`config.mk`:
```
export PLATFORM = sky130hd
export DESIGN_NAME = scan_code_to_ascii_decoder_core
export DESIGN_NICKNAME = d
export VERILOG_FILES = /design/src/sv/sc2a_pkg.sv /design/src/sv/sc2a_decode.sv /design/src/sv/scan_code_to_ascii_decoder_core.sv
export SDC_FILE = /design/constraint.sdc
export NUM_CORES = 1
export LEC_CHECK = 0
export BUFFER_PORTS_ARGS = -buffer_cell sky130_fd_sc_hd__buf_2
export CAP_MARGIN = 0
export CORE_UTILIZATION = 50
export DETAILED_ROUTE_END_ITERATION = 8
export PLACE_DENSITY = 0.69
export SKIP_CTS_REPAIR_TIMING = 1
export SLEW_MARGIN = 15
export SYNTH_ARGS = -nofsm -noshare
export SYNTH_HDL_FRONTEND = slang
export SYNTH_HIERARCHICAL = 1
export SYNTH_SLANG_ARGS = --single-unit
```
`constraint.sdc`:
```
create_clock -name clk -period 3.9 [get_ports clk]
set_clock_uncertainty 0.2 [all_clocks]
set_input_delay 0.195 -clock clk [delete_from_list [all_inputs] [get_ports clk]]
set_output_delay 0.195 -clock clk [all_outputs]
set_load 0.005 [all_outputs]
```
`src/sv/sc2a_pkg.sv`:
```
// ----------------------------------------------------------------------------
// sc2a_pkg
// Types, key codes and the key table of the scan code set 1 decoder.
// ----------------------------------------------------------------------------
package sc2a_pkg;

	// prefix tracking; code 3 is unused and handled like E1
	typedef enum logic [1:0] {
		PFX_NORMAL = 2'd0,
		PFX_E0     = 2'd1,
		PFX_E1     = 2'd2
	} prefix_t;

	typedef struct packed {
		prefix_t prefix;
		logic    lshift;
		logic    rshift;
		logic    caps;
		logic    lctrl;
		logic    rctrl;
		logic    lalt;
		logic    ralt;
	} key_state_t;

	typedef struct packed {
		logic [6:0] plain;
		logic [6:0] shifted;
	} key_pair_t;

	localparam logic [7:0] SC_PRE_E0 = 8'hE0;
	localparam logic [7:0] SC_PRE_E1 = 8'hE1;
	localparam logic [6:0] SC_LSHIFT = 7'h2A;
	localparam logic [6:0] SC_RSHIFT = 7'h36;
	localparam logic [6:0] SC_CTRL   = 7'h1D;
	localparam logic [6:0] SC_ALT    = 7'h38;
	localparam logic [6:0] SC_CAPS   = 7'h3A;
	localparam logic [6:0] SC_F1     = 7'h3B;
	localparam logic [6:0] SC_F10    = 7'h44;
	localparam logic [6:0] SC_F11    = 7'h57;
	localparam logic [6:0] SC_F12    = 7'h58;

	localparam logic [6:0] CH_UPPER_A = 7'h41;
	localparam logic [6:0] CH_UPPER_Z = 7'h5A;
	localparam logic [6:0] CH_LOWER_A = 7'h61;
	localparam logic [6:0] CH_LOWER_Z = 7'h7A;
	localparam int         CASE_BIT   = 5;

	// normal and shifted character per key number; unmapped keys give 0
	function automatic key_pair_t key_rom(input logic [6:0] k);
		key_pair_t p;
		p = '{plain: 7'h00, shifted: 7'h00};
		case (k)
			7'h02: p = '{7'h31, 7'h21};
			7'h03: p = '{7'h32, 7'h40};
			7'h04: p = '{7'h33, 7'h23};
			7'h05: p = '{7'h34, 7'h24};
			7'h06: p = '{7'h35, 7'h25};
			7'h07: p = '{7'h36, 7'h5E};
			7'h08: p = '{7'h37, 7'h26};
			7'h09: p = '{7'h38, 7'h2A};
			7'h0A: p = '{7'h39, 7'h28};
			7'h0B: p = '{7'h30, 7'h29};
			7'h0C: p = '{7'h2D, 7'h5F};
			7'h0D: p = '{7'h3D, 7'h2B};
			7'h0E: p = '{7'h08, 7'h08};
			7'h0F: p = '{7'h09, 7'h09};
			7'h10: p = '{7'h71, 7'h51};
			7'h11: p = '{7'h77, 7'h57};
			7'h12: p = '{7'h65, 7'h45};
			7'h13: p = '{7'h72, 7'h52};
			7'h14: p = '{7'h74, 7'h54};
			7'h15: p = '{7'h79, 7'h59};
			7'h16: p = '{7'h75, 7'h55};
			7'h17: p = '{7'h69, 7'h49};
			7'h18: p = '{7'h6F, 7'h4F};
			7'h19: p = '{7'h70, 7'h50};
			7'h1A: p = '{7'h5B, 7'h7B};
			7'h1B: p = '{7'h5D, 7'h7D};
			7'h1C: p = '{7'h0A, 7'h0A};
			7'h1E: p = '{7'h61, 7'h41};
			7'h1F: p = '{7'h73, 7'h53};
			7'h20: p = '{7'h64, 7'h44};
			7'h21: p = '{7'h66, 7'h46};
			7'h22: p = '{7'h67, 7'h47};
			7'h23: p = '{7'h68, 7'h48};
			7'h24: p = '{7'h6A, 7'h4A};
			7'h25: p = '{7'h6B, 7'h4B};
			7'h26: p = '{7'h6C, 7'h4C};
			7'h27: p = '{7'h3B, 7'h3A};
			7'h28: p = '{7'h27, 7'h22};
			7'h29: p = '{7'h60, 7'h7E};
			7'h2B: p = '{7'h5C, 7'h7C};
			7'h2C: p = '{7'h7A, 7'h5A};
			7'h2D: p = '{7'h78, 7'h58};
			7'h2E: p = '{7'h63, 7'h43};
			7'h2F: p = '{7'h76, 7'h56};
			7'h30: p = '{7'h62, 7'h42};
			7'h31: p = '{7'h6E, 7'h4E};
			7'h32: p = '{7'h6D, 7'h4D};
			7'h33: p = '{7'h2C, 7'h3C};
			7'h34: p = '{7'h2E, 7'h3E};
			7'h35: p = '{7'h2F, 7'h3F};
			7'h39: p = '{7'h20, 7'h20};
			default: p = '{plain: 7'h00, shifted: 7'h00};
		endcase
		return p;
	endfunction

endpackage

```
`src/sv/sc2a_decode.sv`:
```
// ----------------------------------------------------------------------------
// sc2a_decode
// One-byte decode step: next key state, result strobe and character.
// ----------------------------------------------------------------------------
module sc2a_decode (
	input  logic [7:0]             scan_byte,
	input  sc2a_pkg::key_state_t   state,
	output sc2a_pkg::key_state_t   state_nxt,
	output logic                   emit,
	output logic [6:0]             ascii_char
);

	logic [6:0]          k;
	logic                make;
	logic                shift_on;
	sc2a_pkg::key_pair_t pair;
	logic [6:0]          ch_raw;
	logic                is_letter;

	assign k        = scan_byte[6:0];
	assign make     = ~scan_byte[7];
	assign shift_on = state.lshift | state.rshift;

	always_comb begin
		state_nxt = state;
		emit      = 1'b0;
		if (scan_byte == sc2a_pkg::SC_PRE_E0) begin
			state_nxt.prefix = sc2a_pkg::PFX_E0;
		end else if (scan_byte == sc2a_pkg::SC_PRE_E1) begin
			state_nxt.prefix = sc2a_pkg::PFX_E1;
		end else begin
			case (state.prefix)
				sc2a_pkg::PFX_NORMAL: begin
					case (k)
						sc2a_pkg::SC_LSHIFT: state_nxt.lshift = make;
						sc2a_pkg::SC_RSHIFT: state_nxt.rshift = make;
						sc2a_pkg::SC_CTRL:   state_nxt.lctrl  = make;
						sc2a_pkg::SC_ALT:    state_nxt.lalt   = make;
						sc2a_pkg::SC_CAPS:   state_nxt.caps   = state.caps ^ make;
						default: begin
							// drop function keys and all breaks
							emit = make && !(k inside {[sc2a_pkg::SC_F1:sc2a_pkg::SC_F10],
								sc2a_pkg::SC_F11, sc2a_pkg::SC_F12});
						end
					endcase
				end
				sc2a_pkg::PFX_E0: begin
					if (k == sc2a_pkg::SC_CTRL) begin
						state_nxt.rctrl = make;
					end else if (k == sc2a_pkg::SC_ALT) begin
						state_nxt.ralt = make;
					end
					state_nxt.prefix = sc2a_pkg::PFX_NORMAL;
				end
				default: begin
					// swallow the byte after E1
					state_nxt.prefix = sc2a_pkg::PFX_NORMAL;
				end
			endcase
		end
	end

	assign pair      = sc2a_pkg::key_rom(k);
	assign ch_raw    = shift_on ? pair.shifted : pair.plain;
	assign is_letter = (ch_raw inside {[sc2a_pkg::CH_UPPER_A:sc2a_pkg::CH_UPPER_Z],
		[sc2a_pkg::CH_LOWER_A:sc2a_pkg::CH_LOWER_Z]});

	always_comb begin
		ascii_char = ch_raw;
		if (state.caps && is_letter) begin
			ascii_char[sc2a_pkg::CASE_BIT] = ~ch_raw[sc2a_pkg::CASE_BIT];
		end
	end

endmodule

```
`src/sv/scan_code_to_ascii_decoder_core.sv`:
```
// ----------------------------------------------------------------------------
// scan_code_to_ascii_decoder_core
// Scan code set 1 byte stream to character stream with modifier flags.
// ----------------------------------------------------------------------------
// Takes one keyboard byte per request and accepts a new byte every cycle
// while the input is not stalled. A byte lands in an input register, is
// decoded by a single table lookup and flag update, and its character (if
// any) lands in a result register, which drives the output request.
// Prefix bytes (E0, E1), modifier and caps lock keys, function keys,
// breaks and the bytes after E0 and E1 update state only and produce no
// request on the output. Every other make code produces exactly one
// request carrying the character (0 for an unmapped key, case swapped for
// letters while caps lock is on) and the shift, ctrl and alt flags as they
// stood before that byte. The result register frees the input side: a
// waiting character stalls the input only when the next byte also
// produces a character.
// ----------------------------------------------------------------------------
module scan_code_to_ascii_decoder_core (
	input  logic       clk,
	input  logic       arst_n,
	input  logic       scan_valid,
	output logic       scan_ready,
	input  logic [7:0] scan_byte,
	output logic       char_valid,
	input  logic       char_ready,
	output logic [6:0] ascii_char,
	output logic       shift_held,
	output logic       ctrl_held,
	output logic       alt_held
);

	// input register
	logic       valid_s1;
	logic [7:0] byte_s1;

	// key state
	sc2a_pkg::key_state_t state_q;
	sc2a_pkg::key_state_t state_nxt;

	// result register
	logic       char_valid_q;
	logic [6:0] ascii_q;
	logic       shift_q;
	logic       ctrl_q;
	logic       alt_q;

	logic       emit;
	logic [6:0] char_w;
	logic       advance;
	logic       fire_s1;

	sc2a_decode u_decode (
		.scan_byte  (byte_s1),
		.state      (state_q),
		.state_nxt  (state_nxt),
		.emit       (emit),
		.ascii_char (char_w)
	);

	// advance the input stage unless its character has nowhere to go
	assign advance    = !emit || !char_valid_q || char_ready;
	assign fire_s1    = valid_s1 && advance;
	assign scan_ready = !valid_s1 || advance;

	always_ff @(posedge clk or negedge arst_n) begin
		if (!arst_n) begin
			valid_s1 <= 1'b0;
		end else if (scan_ready) begin
			valid_s1 <= scan_valid;
		end
	end

	// hold the byte while stalled
	always_ff @(posedge clk) begin
		if (scan_valid && scan_ready) begin
			byte_s1 <= scan_byte;
		end
	end

	always_ff @(posedge clk or negedge arst_n) begin
		if (!arst_n) begin
			state_q <= '{prefix: sc2a_pkg::PFX_NORMAL, default: 1'b0};
		end else if (fire_s1) begin
			state_q <= state_nxt;
		end
	end

	always_ff @(posedge clk or negedge arst_n) begin
		if (!arst_n) begin
			char_valid_q <= 1'b0;
		end else if (fire_s1 && emit) begin
			char_valid_q <= 1'b1;
		end else if (char_ready) begin
			char_valid_q <= 1'b0;
		end
	end

	// modifiers are reported as held before this byte
	always_ff @(posedge clk) begin
		if (fire_s1 && emit) begin
			ascii_q <= char_w;
			shift_q <= state_q.lshift | state_q.rshift;
			ctrl_q  <= state_q.lctrl | state_q.rctrl;
			alt_q   <= state_q.lalt | state_q.ralt;
		end
	end

	assign char_valid = char_valid_q;
	assign ascii_char = ascii_q;
	assign shift_held = shift_q;
	assign ctrl_held  = ctrl_q;
	assign alt_held   = alt_q;

endmodule

```
* After elaboration in Yosys (flattened, before gate mapping)
Memories as Yosys holds them, arrays and structs flattened. A register that Yosys moved wholly into a read port is not among the register bits. Index checks and enable logic that the tools add are counted. Widths: inputs -> output; s select.
Word-level totals: flip-flop bits (word level) 29, logic and storage cells 83, input port bits 12, ROM bits 896, memories kept 1
Operators by class: multiplexer cells 13, magnitude comparators 6, reductions and logical operators 28, bitwise gates (word level) 9, equality and inequality tests 11
Memories:
- (name not given) | depth 64, width 14, read ports 1, clocked after Yosys merged registers in 1, write ports 0, RTL line sc2a_pkg.sv:52 | case (k)
Operators by type and width (count):
- $reduce_and 5->1 | 6
- $eq 7x6->1 const B | 4
- $le 7x7->1 const B | 3
- $eq 8x8->1 const B | 2
- $eq 7x7->1 const B | 2
- $ge 7x7->1 const B | 2
- $mux 14 | 1
- $logic_and 1x1->1 | 8
- $eq 7x5->1 const B | 1
- $ge 7x6->1 const B | 1
- $mux 1 | 7
- $mux 7 | 1
- $mux 2 | 3
- $mux 6 | 1
- $reduce_and 6->1 | 1
- $not 1->1 | 5
- $reduce_or 5->1 | 1
- $logic_not 1->1 | 4
- $reduce_bool 2->1 | 2
- $logic_or 1x1->1 | 3
- $ne 3x1->1 const B | 1
- $or 1x1->1 | 3
- $reduce_bool 3->1 | 1
- $eq 2x1->1 const B | 1
- 3 further kinds | 3

* Logic depth before layout (Yosys ltp)
Gate-level depths: netlist of run 1.
depth after elaboration 15, mapped depth 12

* Modules after synthesis
Netlist of run 1, hierarchy kept.
By module, submodules not included:
- sc2a_decode | cells each 227, sequential area each 0.0 µm², area an instance 1475.2 µm², instances 1
- scan_code_to_ascii_decoder_core | cells each 83, sequential area each 815.8 µm², area an instance 1208.7 µm², instances 1

* Least setup slack after synthesis of run 1
No wires, ideal clock.
kind flip-flop to flip-flop, from reg byte_s1[1], to reg alt_q (netlist: alt_held) (enable), data required time 3320 ps, path slack 668 ps, cell stages (with the launch flop) 12, buffers on the path 2, arrival time 2652 ps, clock period less this slack 3232 ps, path through edfxtp_1 > buf_2 > inv_2 > ha_1 > inv_1 > nor4_1 > nor4b_1 > o41ai_1 > a31oi_1 > buf_2 > nand2_1 > a21oi_1
On the way: word-level cells in the longest chain between the ends 14, elaborated cells between the ends (all ways) 25, classes of those cells 2 x order compare; 9 x eq/ne; 4 x mux; 10 x reduce/logical
RTL lines:
- start: declaration | RTL line scan_code_to_ascii_decoder_core.sv:34 | logic [7:0] byte_s1;
- start signal: assignment | RTL line scan_code_to_ascii_decoder_core.sv:76 | byte_s1 <= scan_byte;
- $ge 7x6->1 or $le 7x7->1 (tied branches) | RTL line sc2a_decode.sv:42 | emit = make && !(k inside {[sc2a_pkg::SC_F1:sc2a_pkg::SC_F10],
- $logic_and 1x1->1 | RTL line sc2a_decode.sv:42
- $reduce_bool 3->1 | RTL line sc2a_decode.sv:42
- $logic_not 1->1 | RTL line sc2a_decode.sv:42
- $logic_and 1x1->1 | RTL line sc2a_decode.sv:42
- $mux 1 | RTL line sc2a_decode.sv:34 | case (k)
- $mux 1 | RTL line sc2a_decode.sv:32 | case (state.prefix)
- $mux 1 | RTL line sc2a_decode.sv:29 | end else if (scan_byte == sc2a_pkg::SC_PRE_E1) begin
- $mux 1 (*) | RTL line sc2a_decode.sv:27 | if (scan_byte == sc2a_pkg::SC_PRE_E0) begin
- via emit | RTL line scan_code_to_ascii_decoder_core.sv:47 | logic emit;
- $logic_not 1->1 | RTL line scan_code_to_ascii_decoder_core.sv:61 | assign advance = !emit || !char_valid_q || char_ready;
- $logic_or 1x1->1 (2 in a row) | RTL line scan_code_to_ascii_decoder_core.sv:61
- $logic_and 1x1->1 | RTL line scan_code_to_ascii_decoder_core.sv:62 | assign fire_s1 = valid_s1 && advance;
- $logic_and 1x1->1 (*) | RTL line scan_code_to_ascii_decoder_core.sv:100 | if (fire_s1 && emit) begin
- end signal: assignment | RTL line scan_code_to_ascii_decoder_core.sv:104 | alt_q <= state_q.lalt | state_q.ralt;
- end: declaration | RTL line scan_code_to_ascii_decoder_core.sv:45 | logic alt_q;
Mark *: on every way through the listed nets, which the timed path passes. The rest lies on a longest branch. A chain may end at the register's enable or synchronous reset.

* Final worst setup path of run 1
from reg byte_s1[0], to reg byte_s1[2] (enable)
On the way: word-level cells in the longest chain between the ends 14, elaborated cells between the ends (all ways) 25, classes of those cells 2 x order compare; 9 x eq/ne; 4 x mux; 10 x reduce/logical
RTL lines:
- $ge 7x6->1 or $le 7x7->1 (tied branches) | RTL line sc2a_decode.sv:42
- $logic_and 1x1->1 | RTL line sc2a_decode.sv:42
- $reduce_bool 3->1 | RTL line sc2a_decode.sv:42
- $logic_not 1->1 | RTL line sc2a_decode.sv:42
- $logic_and 1x1->1 | RTL line sc2a_decode.sv:42
- $mux 1 | RTL line sc2a_decode.sv:34
- $mux 1 | RTL line sc2a_decode.sv:32
- $mux 1 | RTL line sc2a_decode.sv:29
- $mux 1 (*) | RTL line sc2a_decode.sv:27
- via emit | RTL line scan_code_to_ascii_decoder_core.sv:47
- $logic_not 1->1 (*) | RTL line scan_code_to_ascii_decoder_core.sv:61
- $logic_or 1x1->1 (*) (2 in a row) | RTL line scan_code_to_ascii_decoder_core.sv:61
- $logic_or 1x1->1 (*) | RTL line scan_code_to_ascii_decoder_core.sv:63 | assign scan_ready = !valid_s1 || advance;
- $logic_and 1x1->1 (*) | RTL line scan_code_to_ascii_decoder_core.sv:75 | if (scan_valid && scan_ready) begin
Marked as above.

==> metrics.csv, run 1 <==
metric,value,unit
status,finished clean,
setup_tns,0,ns
cp.arrival,2.98,ns
p_leak,1.192,nW
clockBufferDepth,2,
worst_pin_slew,0.5867,ns
critPathMaxStageDelay,0.50,ns
drt_first_pass_iters,5,
setup_ws,0.6743,ns
diodes,0,
synth_most_common_cell,nand2_1,
gr-usage-all-layers,0.2509,
ys_types,65,
dp_hpwl,4.732,mm
place_ws,0.7408,ns
min_period_over_period,0.8271,
rsz0062_at_grt,false,
crit_path_start_kind,register,
synth_common_cells,"nand2_1 (32), nor2_1 (23), a21oi_1 (22)",
grt_antenna_before_repair,0,
die_h,75.27,um
first_global_vias,2167,
powerDensity,345.1,mW/mm2
path_buf_inv,3,
drc,0,
viasPerCell,6.238,
setup_viol,0,
p_int,0.6604,mW
maxClockFrequency,310.0,MHz
crit_path_top_delay_cell,nor4_1,
r2r-end,byte_s1[2],
yosys_most_used_dff,edfxtp_1,
slew_viol_final,0,
wl_per_cell,16.50,um
synth.area.top_cells,"edfxtp_1 (20%), dfrtp_1 (10%), ha_1 (5.6%)",
utilization,0.5828,
cts_tree,built,
syn_inst,310,
seq_area_frac_synth,0.3040,
required,3.65,ns
whs_path_depth,2,
syn_nets,334,
crit_type,register to register,
synth.avg_cell_area,8.657,um2
cp_max_fo,12,
fin_nets,356,
ant_nets,0,
cts-root-buf,clkbuf_8,
die_area,0.005665,mm2
min_from,char_ready,
ys_warn_count,6,
vias,2514,
r2r-start,byte_s1[0],
synth_edf_count,18,
start_util,0.5222,
worst-r2r-cell-count,10,
crit_chain,"inv_1, ha_1, inv_1, nor4_1, nor4b_1, o41ai_1, a31oi_1, buf_4, nand4b_1, and2_1",
synth_top_area_frac,0.2014,
swShare,0.3611,
seq_power_share,0.424,
clk_pin_slew_worst_paths,0.06,ns
max-slew-margin-rel,0.5987,
syn_area,0.002684,mm2
async_reset_ff_frac,0.3793,
drtIter0Drc,263,
worstHoldEndpoint,char_valid,
combPwrFrac,0.355,
crit_family,simple AND/OR/NAND/NOR gates,
layout.cells.non_filler,403,
clkPwrFrac,0.221,
core-area,0.005140,mm2
drt-total-wl,6.649,mm
vdd_drop_max,0.0002617,V
switchingPower,0.3732,mW
rows,26,
hp-class,primary input to register,
cts_made_buffers,5,
min_period,3.226,ns
worstSetupEndpointType,register,
ios,24,
grt_pass1_wl,10.67,mm
drv_cap,0,
overflow,0,
synth_top_cell_by_area,edfxtp_1,
hold_viol_final,0,
drive_gt1_frac,0.1982,
placedCellCount,385,
gp_congestion,0.9533,
clk_latency,0.28,ns
io_buffers,23,
cp_common_cell,inv_1,
area_growth,11.61,%
htreeDepth,2,
grt_max_degree,46,
cts_sinks,29,
n_fill_cell,487,
die_width,75.27,um
rrSetupSlack,0.67,ns
ys_seq_elements,29,
-- per-layer routing --
layer	GRT usage	share of wire	vias up
li1	-	-	1202
met1	0.3436	0.45	1176
met2	0.3964	0.46	113
met3	0.04685	0.066	23
met4	0.09259	0.025	0
met5	0	0	-
-- logic make-up after synthesis --
group / Yosys count / synth area share
mux: 11 / 0.05175
flops: 29 / 0.3040
xor+xnor: 2 / 0.006528
simple gates: 126 / 0.2541
compound gates: 89 / 0.2513
fa+ha+maj: 12 / 0.05594
buf+inv: 41 / 0.07645
-- how the worst max path moves through the flow --
stage,start,endpoint,slack (ns),cells after the start
4_1_cts,byte_s1[0],byte_s1[2],0.72,10
3_5_place_dp,byte_s1[0],byte_s1[2],0.74,10
6_report,byte_s1[0],byte_s1[2],0.67,10
3_3_place_gp,byte_s1[0],state_q[1],0.75,8
2_1_floorplan,byte_s1[1],alt_held,0.67,11
5_1_grt,byte_s1[0],byte_s1[5],0.41,10
-- state kept, by name, indices dropped and copies added (netlist names) --
register and cells:
ascii_char 7, ctrl_held 1, char_valid 1, shift_held 1
state_q 9, alt_held 1, byte_s1 8, valid_s1 1
-- area by class of cell --
cell class	count	area, um2	share of cell area
multi-input combinational	240	1663	0.5551
inverter	14	52.55	0.01754
timing repair buffer	42	295.3	0.09858
clock inverter	3	12.51	0.004177
sequential	29	815.8	0.2723
tap	70	87.58	0.02924
clock buffer	5	68.82	0.02297
-- power by group through the flow --
stage                     Clock [mW]  Combinational [mW]  Sequential, mW
final                          0.229               0.367           0.438
after global routing           0.248               0.399           0.445
after CTS                      0.235               0.353           0.437
after detailed placement           0               0.352           0.443
after global placement             0               0.353           0.440
after floorplan                    0               0.283           0.418
-- through the flow --
stage          hold WS [ns]  total power [mW]  instance area (um2)
2_1_floorplan       -0.3006            0.7017                 2684
3_3_place_gp        -0.1241            0.7936                 2814
3_5_place_dp        -0.1184            0.7948                 2814
4_1_cts             -0.4233             1.025                 2895
5_1_grt             0.06035             1.092                 2995
6_report            0.03183             1.034                 2995
-- cells in the final DEF (no fill, tap or decap), types with 6 or more instances in the layout --
cell type / n
buf_4: 8
edfxtp_1: 18
o21ai_0: 9
nand2b_1: 20
dlygate4sd3_1: 10
buf_2: 23
inv_1: 11
nand2_1: 32
nor2_1: 23
mux2i_1: 6
nor2b_1: 7
nand3_1: 7
dfrtp_1: 11
ha_1: 12
o211ai_2: 9
a21oi_1: 22
nand4b_1: 11
No activity file was read; power rests on OpenSTA's default activity.
==> run 2, diff against run 1 <==
- ABC_AREA: default -> 1
- clock period: 3.9 -> 3.03 ns (I/O delays scaled with it)
==> run 2 against run 1 <==
Against the previous run:
- sequential power grew 15%
- cell area decreased by 3.6%
- critical path type is now register to output pin
- via count is 5.5% higher
- die area is 7.3% lower
- combinational power up 13%
- global-route usage grew 2.9 points
- register-to-register slack got worse by 0.40 ns
- power is 19% higher
==> metrics.csv, run 2 <==
metric,value,unit,change
status,finished clean,,
final_cell_mix,"nand2_1 (110), nand3_1 (43), inv_1 (39)",,
cts_sinks,29,,unchanged
clk_latency,0.28,ns,about the same
worst-r2r-cell-count,11,,+1
io_buffers,23,,unchanged
gr-usage-all-layers,0.2798,,+0.02892
slew_viol_final,0,,unchanged
utilization,0.6076,,+0.02487
core-area,0.004755,mm2,-7.5%
syn_nets,389,,+16%
largest_reg_flops,9,,unchanged
synth_top_area_frac,0.2177,,+0.01634
start_util,0.5221,,about the same
cts_made_buffers,5,,unchanged
ys_seq_elements,29,,unchanged
overflow,0,,unchanged
gp_congestion,1.078,,+13%
placedCellCount,457,,+19%
die_width,72.46,um,-3.7%
synth_edf_count,18,,unchanged
maxClockFrequency,357.9,MHz,
seq_area_frac_synth,0.3286,,+0.02467
htreeDepth,2,,unchanged
hp-class,primary input to register,,
drive_gt1_frac,0.1495,,-0.04869
cp.arrival,2.44,ns,-0.54 ns
syn_area,0.002482,mm2,-7.5%
drtIter0Drc,358,,+36%
p_leak,1.455,nW,+22%
viasPerCell,5.583,,-11%
vdd_drop_max,0.0003186,V,+22%
grt_pass1_wl,10.96,mm,+2.7%
clockBufferDepth,2,,unchanged
regMostFlops,state_q,,
drc,0,,unchanged
required,2.68,ns,-0.97 ns
area_growth,16.38,%,
rows,25,,-3.8%
setup_viol,0,,unchanged
rsz0062_at_grt,false,,
synth_top_cell_by_area,edfxtp_1,,
setup_tns,0,ns,unchanged
crit_path_start_kind,register,,
worstHoldEndpoint,char_valid,,
grt_antenna_before_repair,0,,unchanged
die_area,0.005250,mm2,-7.3%
whs_path_depth,4,,+2
p_total,1.232,mW,+19%
drt-total-wl,7.005,mm,+5.4%
diodes,0,,unchanged
ys_warn_count,6,,unchanged
hold_viol_final,0,,unchanged
worstSetupEndpointType,output pin,,
async_reset_ff_frac,0.3793,,unchanged
syn_inst,365,,+18%
grt_max_degree,23,,-50%
max-slew-margin-rel,0.6929,,+0.09419
wl_per_cell,14.75,um,-11%
cp_max_fo,8,,-4
fin_nets,431,,+21%
ys_types,35,,-46%
synth.avg_cell_area,6.801,um2,-21%
powerDensity,426.5,mW/mm2,+24%
drv_cap,0,,unchanged
min_from,char_ready,,
yosys_most_used_dff,edfxtp_1,,
ant_nets,0,,unchanged
vias,2652,,+5.5%
cts-root-buf,clkbuf_8,,
clk_pin_slew_worst_paths,0.06,ns,about the same
synth_common_cells,"nand2_1 (110), nand3_1 (43), inv_1 (41)",,
synth.area.top_cells,"edfxtp_1 (22%), nand2_1 (17%), dfrtp_1 (11%)",,
synth_most_common_cell,nand2_1,,
layout.cells.non_filler,475,,+18%
dp_hpwl,5.253,mm,+11%
min_period,2.794,ns,
die_h,72.46,um,-3.7%
first_global_vias,2399,,+11%
drt_first_pass_iters,6,,+1
rrSetupSlack,0.27,ns,-0.40 ns
ios,24,,unchanged
min_period_over_period,0.9220,,
final_common_cell,nand2_1,,
r2r-end,ascii_char[6],,
cts_tree,built,,
worst_pin_slew,0.4564,ns,-0.1303 ns
crit_type,register to output pin,,
r2r-start,byte_s1[1],,
-- run 2: changes by cell type in the layout (fill, tap and decap cells not counted), moves of 5 or more --
cell	previous run	this run
nand3_1	7	43
nand2b_1	20	0
mux2i_1	6	0
nor2b_1	7	0
nand2_1	32	110
inv_1	11	39
a211oi_1	5	0
o21ai_0	9	26
nor2_1	23	33
o211ai_2	9	0
nand4b_1	11	0
-- run 2: cell type report --
| type | count | area (um2) |
|---|---|---|
| clock buffer | 8 | 90.09 |
| fill | 455 | 1866 |
| inverter | 44 | 171.4 |
| multi-input combinational | 282 | 1423 |
| sequential | 29 | 815.8 |
| tap | 67 | 83.83 |
| timing repair buffer | 45 | 305.3 |
-- run 2: critical path, stage by stage, from the launching register on --
cell and delay (ns):
edfxtp_1 0.47, inv_1 0.10, buf_4 0.18, ha_1 0.19, inv_1 0.15, a211oi_2 0.11, nor2_2 0.15, inv_1 0.11
nor3_1 0.23, buf_4 0.17, nand4_1 0.14, buf_2 0.18
-- run 2: worst max-delay path by stage --
stage               start            end  slack (ns)  depth (start not counted)
2_1_floorplan  byte_s1[1]     byte_s1[0]        0.21                         12
3_3_place_gp   byte_s1[0]  ascii_char[2]        0.29                         12
3_5_place_dp   byte_s1[1]  ascii_char[0]        0.22                         12
4_1_cts        byte_s1[1]  ascii_char[6]        0.19                         12
5_1_grt        byte_s1[0]  ascii_char[5]        0.05                         16
6_report       byte_s1[1]     scan_ready        0.24                         11
-- run 2: kinds of logic after synthesis --
kind of cell | count (synthesis) | share of synthesized area
AOI/OAI and AO/OA | 57 | 0.1295
buffers and inverters | 54 | 0.09829
and+or+nand+nor | 212 | 0.3795
DFF | 29 | 0.3286
xor gates and xnor gates | 1 | 0.003529
adders and majority gates | 12 | 0.06048
-- run 2: metrics by stage --
step,hold WS [ns],instance area (um2),setup WS [ns]
2_1_floorplan,-0.3441,2482,0.2122
3_3_place_gp,-0.1704,2695,0.2880
3_5_place_dp,-0.1708,2695,0.2215
4_1_cts,-0.4669,2785,0.1898
5_1_grt,0.01803,2889,0.05370
6_report,0.001911,2889,0.2362
-- run 2: routing by layer --
layer	vias up	wire length [um]	global-route usage
met3	33	632	0.06250
met2	151	3134	0.4268
li1	1289	-	-
met4	0	272	0.1416
met1	1179	2965	0.3732
met5	-	0	0
-- run 2: power by group --
group	internal, mW	leakage [nW]	switching, mW
combinational	0.146	1.09	0.268
clock	0.185	0.0455	0.131
sequential	0.467	0.321	0.0362
total	0.798	1.45	0.435
==> run 3, diff against run 2 <==
- PLACE_DENSITY: 0.69 -> 0.72
- clock period: 3.03 -> 2.5 ns (I/O delays scaled with it)
==> run 3 against run 2 <==
Against the previous run:
- sequential share of layout area decreased by 4.1 points
- critical endpoint unchanged
- sequential power increased by 21%
- cell count increased by 6.9%
- power increased by 31%
- the flow now finishes with violations (negative hold slack, negative setup slack)
- setup slack got worse by 0.29 ns
- wire length increased by 15%
- die area unchanged
- core utilization increased by 10 points
- critical path depth unchanged
- combinational power increased by 48%
==> metrics.csv, run 3 (synthesis gave the netlist of run 2 again) <==
metric,value,unit,change
status,"finished, violations left",,
violations,"negative hold slack, negative setup slack",,
vias,2832,,+6.8%
hp-class,primary input to register,,
drt-total-wl,8.086,mm,+15%
first_global_vias,2579,,+7.5%
grt_pass1_wl,12.17,mm,+11%
overflow,0,,unchanged
die_width,72.46,um,unchanged
cts_tree,built,,
dp_hpwl,5.742,mm,+9.3%
r2r-start,byte_s1[1],,
grt_antenna_before_repair,0,,unchanged
worst-r2r-cell-count,12,,+1
worstSetupEndpointType,output pin,,
cts_made_buffers,5,,unchanged
crit_end,scan_ready,,
drv_cap,0,,unchanged
max-slew-margin-rel,0.7015,,+0.008579
die_area,0.005250,mm2,unchanged
clk_latency,0.28,ns,about the same
cts-root-buf,clkbuf_8,,
min_period_over_period,1.021,,
drive_gt1_frac,0.2971,,+0.1475
io_buffers,23,,unchanged
clkPwrFrac,0.242,,-0.014
ios,24,,unchanged
r2r-end,byte_s1[0],,
core-area,0.004755,mm2,unchanged
drc,0,,unchanged
holdWs,-0.02326,ns,-0.02517 ns
rows,25,,unchanged
crit_path_start_kind,register,,
min_period,2.551,ns,
rsz0062_at_grt,true,,
cp_max_fo,8,,unchanged
diodes,0,,unchanged
ant_nets,0,,unchanged
fin_nets,464,,+7.7%
setup_viol,1,,+1
start_util,0.5221,,unchanged
drt_first_pass_iters,5,,-1
drtIter0Drc,315,,-12%
final_cell_mix,"nand2_1 (105), nand3_1 (38), buf_4 (37)",,
powerDensity,476.3,mW/mm2,+12%
slew_viol_final,0,,unchanged
clockBufferDepth,2,,unchanged
swShare,0.3628,,+0.009960
crit_type,register to output pin,,
final_common_cell,nand2_1,,
crit_start,byte_s1[1],,
area_growth,36.14,%,
wl_per_cell,15.92,um,+7.9%
worst_pin_slew,0.4478,ns,-0.008660 ns
cts_sinks,29,,unchanged
regMostFlops,state_q,,
cp.arrival,2.23,ns,-0.21 ns
hold_viol_final,1,,+1
required,2.17,ns,-0.51 ns
die_h,72.46,um,unchanged
p_int,1.026,mW,+29%
seq_power_share,0.377,,-0.031
maxClockFrequency,392.0,MHz,
switchingPower,0.5840,mW,+34%
vdd_drop_max,0.0003335,V,+4.7%
p_leak,1.656,nW,+14%
gr-usage-all-layers,0.3103,,+0.03050
gp_congestion,0.9477,,-12%
setup_ws,-0.05132,ns,-0.2876 ns
htreeDepth,2,,unchanged
rrSetupSlack,0.04,ns,-0.23 ns
largest_reg_flops,9,,unchanged
grt_max_degree,25,,+8.7%
combPwrFrac,0.380,,+0.044
viasPerCell,5.575,,-0.15%
utilization,0.7108,,+0.1032
clk_pin_slew_worst_paths,0.06,ns,about the same
## run 3: cell count changes in the layout (fill, tap and decap cells not counted), moves of 5 or more
| cell | before | now |
|---|---|---|
| buf_4 | 12 | 37 |
| buf_6 | 0 | 6 |
| ha_1 | 12 | 5 |
| inv_1 | 39 | 31 |
| inv_2 | 3 | 8 |
| nand2_1 | 110 | 105 |
| nand3_1 | 43 | 38 |
| nand3_2 | 0 | 5 |
## run 3: per-stage QoR
step           setup WS [ns]  setup TNS (ns)  area, um2  std cells  power (mW)
5_1_grt              -0.1350          -1.173       3379        508       1.712
3_3_place_gp         0.04797               0       2869        475       1.132
4_1_cts              -0.2071          -2.336       2959        483       1.521
3_5_place_dp        -0.06125         -0.8829       2869        475       1.130
2_1_floorplan       0.003727               0       2496        365      0.9560
6_report            -0.05132        -0.05132       3379        508       1.610
## run 3: power by group through the flow
stage	clock network [mW]	logic, mW	registers, mW
floorplan	0	0.346	0.610
global placement	0	0.518	0.614
detailed placement	0	0.515	0.616
CTS	0.397	0.517	0.607
global route	0.416	0.683	0.614
finish	0.390	0.612	0.607
## run 3: worst min-delay path by stage
stage	startpoint	to	slack [ns]	cells after the start
2_1_floorplan	arst_n	char_valid	-0.37	0
3_3_place_gp	arst_n	state_q[4]	-0.20	1
3_5_place_dp	arst_n	state_q[4]	-0.19	1
4_1_cts	arst_n	state_q[1]	-0.49	1
5_1_grt	char_ready	char_valid	0.005	4
6_report	char_ready	char_valid	-0.02	4
## run 3: layout make-up
cell class / instances / area, um2
Inverter: 44 / 182.7
Timing Repair Buffer: 78 / 600.6
Sequential cell: 29 / 815.8
Fill cell: 400 / 1375
Clock buffer: 8 / 90.09
Multi-Input combinational cell: 282 / 1607
Tap cell: 67 / 83.83
## run 3: metal layers
metal | track usage | part of all wire | vias to the layer above
met4 | 0.1460 | 0.036 | 0
met1 | 0.4076 | 0.42 | 1307
li1 | - | - | 1352
met3 | 0.05000 | 0.062 | 26
met2 | 0.5005 | 0.48 | 147
met5 | 0 | 0 | -
## run 3: worst max-delay path, stage by stage (launching register included)
cell	delay (ns)
edfxtp_1	0.46
inv_2	0.10
ha_4	0.19
inv_6	0.08
nor2_1	0.06
nand2_1	0.11
inv_2	0.06
nor3_2	0.14
nand3_2	0.12
nor3_4	0.25
nand4_1	0.19
buf_2	0.18
